[src/assert_macros.svh]
// assertion helper macros used by the top-level rtl file
`ifndef ASSERT_MACROS_SVH
`define ASSERT_MACROS_SVH

// condition must never hold at a clock edge outside reset
`define ASSERT_NEVER(label, clk, rst, cond) \
  label: assert property (@(posedge clk) disable iff (rst) !(cond)) \
    else $error("assertion failed: forbidden condition");

// antecedent at an edge implies consequent at the same edge
`define ASSERT_IMPLIES(label, clk, rst, ante, cons) \
  label: assert property (@(posedge clk) disable iff (rst) (ante) |-> (cons)) \
    else $error("assertion failed: implication");

`endif

[src/tapi_pkg.sv]
// shared types, widths and constants of the tangent angle path integrator
`default_nettype none
package tapi_pkg;

  // field widths
  localparam int ANGLE_W = 16;
  localparam int STEP_W  = 24;
  localparam int POS_W   = 35;
  localparam int TRIG_W  = 16;
  localparam int SUM_W   = 26;
  localparam int TERM_W  = 28;
  localparam int PROD_W  = STEP_W + 1 + TERM_W;

  // cordic datapath
  localparam int CORDIC_STEPS = 16;
  localparam int Z_W  = 32;
  localparam int XY_W = 33;
  localparam logic signed [Z_W-1:0]  PI_Q28      = 32'sd843314857;
  localparam logic signed [Z_W-1:0]  HALF_PI_Q28 = 32'sd421657428;
  localparam logic signed [XY_W-1:0] GAIN_Q30    = 33'sd652032874;
  localparam logic signed [TRIG_W-1:0] ONE_Q14   = 16'sd16384;

  // queue between front and back
  localparam int QDEPTH = 32;
  localparam int QPTR_W = $clog2(QDEPTH);
  localparam int QCNT_W = $clog2(QDEPTH + 1);

  // register map
  localparam logic REG_STEP_LENGTH = 1'b0;

  // one classified request handed from front to back
  typedef struct packed {
    logic                     first;
    logic signed [TRIG_W-1:0] c;
    logic signed [TRIG_W-1:0] s;
  } item_t;

  // queue status seen by the back end and the top level
  typedef struct packed {
    logic empty;
    logic full;
  } q_status_t;

  // arctangent table, round(atan(2^-i) * 2^28)
  function automatic logic signed [Z_W-1:0] atan_q28(input int i);
    logic signed [Z_W-1:0] v;
    unique case (i)
      0:       v = 32'sd210828714;
      1:       v = 32'sd124459457;
      2:       v = 32'sd65760959;
      3:       v = 32'sd33381290;
      4:       v = 32'sd16755422;
      5:       v = 32'sd8385879;
      6:       v = 32'sd4193963;
      7:       v = 32'sd2097109;
      8:       v = 32'sd1048571;
      9:       v = 32'sd524287;
      10:      v = 32'sd262144;
      11:      v = 32'sd131072;
      12:      v = 32'sd65536;
      13:      v = 32'sd32768;
      14:      v = 32'sd16384;
      15:      v = 32'sd8192;
      default: v = '0;
    endcase
    return v;
  endfunction

endpackage
`default_nettype wire

[src/tapi_queue.sv]
// request queue between the cordic front end and the accumulating back end
`default_nettype none
module tapi_queue import tapi_pkg::*; (
  input  wire logic  clk,
  input  wire logic  rst,
  input  wire logic  push,
  input  item_t      push_item,
  input  wire logic  pop,
  output item_t      head,
  output q_status_t  status
);

  item_t             mem [0:QDEPTH-1];
  logic [QPTR_W-1:0] wptr;
  logic [QPTR_W-1:0] rptr;
  logic [QCNT_W-1:0] cnt;

  // pointers and fill count
  always_ff @(posedge clk) begin
    if (rst) begin
      wptr <= '0;
      rptr <= '0;
      cnt  <= '0;
    end else begin
      if (push) begin
        wptr <= wptr + 1'b1;
      end
      if (pop) begin
        rptr <= rptr + 1'b1;
      end
      cnt <= cnt + QCNT_W'(push) - QCNT_W'(pop);
    end
  end

  // storage
  always_ff @(posedge clk) begin
    if (push) begin
      mem[wptr] <= push_item;
    end
  end

  assign head         = mem[rptr];
  assign status.empty = (cnt == '0);
  assign status.full  = (cnt == QCNT_W'(QDEPTH));

endmodule
`default_nettype wire

[config.mk]
export PLATFORM = sky130hd
export DESIGN_NAME = tapi_queue
export DESIGN_NICKNAME = d
export VERILOG_FILES = /design/src/assert_macros.svh /design/src/tapi_pkg.sv /design/src/tapi_queue.sv
export SDC_FILE = /design/constraint.sdc
export NUM_CORES = 1
export LEC_CHECK = 0
export BUFFER_PORTS_ARGS = -buffer_cell sky130_fd_sc_hd__buf_2
export CORE_UTILIZATION = 40
export DETAILED_ROUTE_END_ITERATION = 16
export GPL_TIMING_DRIVEN = 0
export SLEW_MARGIN = 15
export SYNTH_ARGS = -nofsm -noshare
export SYNTH_HDL_FRONTEND = slang
export SYNTH_SLANG_ARGS = --single-unit
[constraint.sdc]
create_clock -name clk -period 3.1 [get_ports clk]
set_clock_uncertainty 0.2 [all_clocks]
set_input_delay 0.465 -clock clk [delete_from_list [all_inputs] [get_ports clk]]
set_output_delay 0.465 -clock clk [all_outputs]
set_load 0.005 [all_outputs]
### Word level (Yosys, flattened, before mapping)

Memory sizes are Yosys's and may differ from the RTL's. A register that Yosys moved wholly into a read port is not among the register bits.
Cells that the tools add are included.

| word-level totals | value |
|---|---|
| memories kept | 1 |
| bits in writable memories | 1056 |
| output and inout bits | 35 |
| logic and storage cells | 14 |
| register bits | 16 |
| bits of input ports | 37 |

Memories:

| memory | words | bits a word | read ports | clocked after memory_dff | write ports | line | RTL |
|---|---|---|---|---|---|---|---|
| mem | 32 | 33 | 1 | 1 | 1 | tapi_queue.sv:13 | `item_t mem [0:QDEPTH-1];` |

| cells by class | value |
|---|---|
| add/sub/neg operators | 4 |
| equality and inequality tests | 1 |
| muxes and demuxes | 4 |
| reduce and logical (&&, ||, !) cells | 1 |

Operators by type and width:

| operator | number |
|---|---|
| 5-bit by 1-bit adder with 5-bit output (second input constant) | 2 |
| 5-bit 2-to-1 mux | 2 |
| 6-bit by 1-bit adder with 6-bit output | 1 |
| 6-bit equality test (second input constant) | 1 |
| 6-bit zero test | 1 |
| 6-bit by 1-bit subtractor with 6-bit output | 1 |
| 1-bit 2-to-1 mux | 2 |

### Depth between registers and ports, before layout

| depth | value |
|---|---|
| depth after elaboration | 3 |
| mapped depth | 10 |
| depth with buffers taken out | 10 |

### Least setup slack after synthesis

Ideal clock, no wire load.

| timing path | value |
|---|---|
| kind | input-to-reg |
| start point | in push |
| end point | mem mem[15][0] in the netlist's numbering, enable pin |
| setup time | 0.425 ns |
| slack | 0.054 ns |
| data required time | 2.475 ns |
| path buffers | 1 |
| arrival | 2.421 ns |
| stages on the path | 3 |
| path through | clkbuf_1 nand2_1 nor2_1 |

| on the way | value |
|---|---|
| longest elaborated chain between the ends | 2 |

RTL lines:

| what | line | RTL |
|---|---|---|
| start, declared | tapi_queue.sv:6 | `input wire logic push,` |
| 1-bit 2-to-1 mux | tapi_queue.sv:37 | `if (push) begin` |
| 1-bit 2-to-1 mux (not written as such) | tapi_queue.sv:38 | `mem[wptr] <= push_item;` |
| end, declared | tapi_queue.sv:13 |  |

Every way passes these cells.

==> metrics <==
Syn Area/Cell 19.8 µm²; main combinational cell family by area after synthesis multiplexers; Final nets 2398; Crit Path Class flop to primary output; Syn Nets 2144; Routed Antenna Nets 0; die height around 320 µm; status complete, but fails checks; Cell Area, Synth 0.0415 mm²; leading post-synthesis cells by cell area edfxtp_1 76%, mux4_2 7.2%, mux2_2 4.0%; IO Count 72; DR vias/cell 5.63; Avg WL per Cell 28.4 µm; CP Cell Sequence buf_8, clkbuf_16, nand2b_2, clkbuf_2, o21ai_0, nor3_2, or4_4, buf_6; power consumption slightly above 30 mW; CTS root buf clkbuf_16; hpwl dp approximately 70 mm; Placed Instance Area 0.0448 mm²; Crit. End Element primary output; core area roughly 0.10 mm²; Die Width ~320 µm; Worst-path clk slew 0.07 ns; Primary FF master, synth edfxtp_1; synth cell count leaders 1056 x edfxtp_1, 149 x mux2_2, 132 x mux4_2; post-route cell area 0.0497 mm²; sequential cell area fraction in the yosys report 77.5%; Hold Fails Final Rpt 0; worst hold path class primary input to flop; f_max ~270 MHz; Netlist cell types 41; Port Buffer Count 71; ANT cells 0; CP startpoint kind flop; worst slew pin tran 0.862 ns; critical path's largest stage delay 0.56 ns; final core utilization between 40% and 50%; Total GRT Usage between 20% and 30%; GRT Residual Overflow 0; DIE AREA 0.105 mm²; crit share post-route 120%; synthesis-to-layout area growth 19.9%; power density cells 609 mW/mm²; relative slew slack 42.4%; number of global-route vias before repair approximately 22000; Post-Syn Instances 2092; Arr. time, crit path 3.04 ns; post-synthesis mux area share 12.6%; largest net degree at the start of global routing 33; area leader, netlist edfxtp_1; GR met3 Demand/Resource 4.17%; RD Place Congestion 0.810; crit path max fanout 10; Core Rows ~120; XOR/XNOR Fraction of Synth Area 0.190%; fraction of layout cells with a size suffix above 1 roughly 32%; post-synth top area share 76.5%; count of final setup violators 33; Max clock buf depth 3; CP required 2.43 ns; crit path time final 3.71 ns; worst-skew pair later-pin latency 0.69 ns; CTS tree done; Critical path buffers and inverters 4; worst vdd ir 0.401 mV; post-synthesis simple-gate area fraction about 3.4%; RSZ-0062 raised after global routing yes; Routed WL 108 mm; most frequent cell after synthesis edfxtp_1; initial antenna violation count 1; met2 GRT Util ~34%; max-slew violations 0; CP max stage cell or4_4; first-pass GRT wire length approximately 150 mm; Iteration-0 DRC Markers 2245; CTS sink count 1077; Synth Area in Adders 0.471%; Yosys warning count 0; Lkg Pwr 15.6 nW; slack of the critical path -0.607 ns; R2R Path Start wptr[2]$_SDFFE_PP0P_; Max Cap Violations 0; DRC viols 0; Initial Utilization between 40% and 50%; Compound-Gate Fraction of Synth Area 4.51%; GR peak layer met2; via count 21408; Async S/R FF share, synth 0%; hold path start push_item[27]; Top delay family on crit path simple AND/OR/NAND/NOR gates; #FFs+latches synth 1077; DRT Pass-1 Iters 5; H-tree levels 3; Num CTS Buffers 103; EDFF count, synth 1056; failing checks setup timing; met1 Use GR 27.2%
[cell families (layout without fill, tap and decap cells)]
family          count (synthesis)  after routing
xor+xnor                        9              9
fa+ha+maj                      15             15
compound gates                272            272
buf+inv                       133            473
mux                           332            332
flops                        1077           1077
simple gates                  254            254
[placed cells by master, fill, tap and decap left out, drive strengths merged, types with 2 or more instances in the layout]
| cell | Yosys | final |
|---|---|---|
| xnor2 | 3 | 3 |
| xor2 | 6 | 6 |
| nor3 | 68 | 68 |
| nand2 | 12 | 12 |
| clkbuf | 79 | 201 |
| o21a | 2 | 2 |
| ha | 14 | 14 |
| a22o | 66 | 66 |
| dlygate4sd3 | 0 | 3 |
| nor2b | 68 | 68 |
| nand3 | 2 | 2 |
| clkinv | 0 | 57 |
| mux4 | 132 | 132 |
| nand2b | 3 | 3 |
| dfxtp | 21 | 21 |
| mux2i | 2 | 2 |
| bufinv | 0 | 6 |
| nand3b | 3 | 3 |
| o22ai | 66 | 66 |
| buf | 41 | 189 |
| mux2 | 198 | 198 |
| and4 | 2 | 2 |
| or4 | 34 | 34 |
| edfxtp | 1056 | 1056 |
| inv | 13 | 16 |
| a21oi | 2 | 2 |
| o21ai | 67 | 67 |
| nor2 | 52 | 52 |
| a211oi | 66 | 66 |
| nor4 | 2 | 2 |
| nand4 | 3 | 3 |
[per-layer routing]
metal / vias to the layer above / share of wire, %
li1: 9143 / -
met1: 11292 / 41
met2: 808 / 49
met3: 165 / 7.1
met4: 0 / 2.7
met5: - / 0
[report_power, final]
group | switching (mW) | total, mW | leakage, nW | internal, mW
Combinational | 1.18 | 2.17 | 4.31 | 0.989
Clock | 5.29 | 11.9 | 1.56 | 6.66
Sequential | 0.0471 | 16.2 | 9.69 | 16.1
[sequential cells by signal, summed over array words and instances (netlist names), named ones only]
| name | count |
|---|---|
| rptr | 5 |
| cnt | 6 |
| wptr | 5 |
| mem | 1056 |
[worst register-to-register path, stage by stage (launching register included)]
cell and delay, ns:
dfxtp_1 0.32, clkbuf_1 0.39, nand3_1 0.48, nor2_4 0.75
buf_12 0.28
[through the flow]
stage | cells | hold WS, ns | TNS (ns) | setup WS (ns)
after floorplan | 2092 | 0.285 | 0 | 0.0543
after global placement | 3531 | 0.323 | -1982.01 | -2.13
after detailed placement | 3574 | 0.329 | -34.84 | -1.10
after CTS | 3779 | 0.0558 | -19.83 | -0.638
after global routing | 3800 | 0.0974 | -19.73 | -0.627
final | 3800 | 0.0884 | -18.26 | -0.607
[path summary, 6_finish.rpt]
check,endpoint,slack [ns],cells past startpoint
min reg2reg,flop,0.34,2
max,head[22],-0.61,8
max reg2reg,mem[28][9]$_DFFE_PP_,0.33,4
min,mem[22][27]$_DFFE_PP_,0.09,1
[timing repair]
item,in CTS,in global routing
setup endpoints to repair,33,123
endpoints found under the hold margin,5,0
hold buffers,3,0
buffers inserted,7,14
pin swaps,2,12
gates cloned,5,8
gates resized for setup,316,77
[area by class of cell]
cell class	count	area, µm²
clock buffers	124	2690
inverters	13	48.8
repair buffers	150	2160
fillers	8205	52600
clock inverters	67	479
plain buffers	119	1140
well taps	1368	1710
multi-input cells	882	9380
flip-flops and latches	1077	32100
Note: power is estimated with default switching activity, not from simulation.
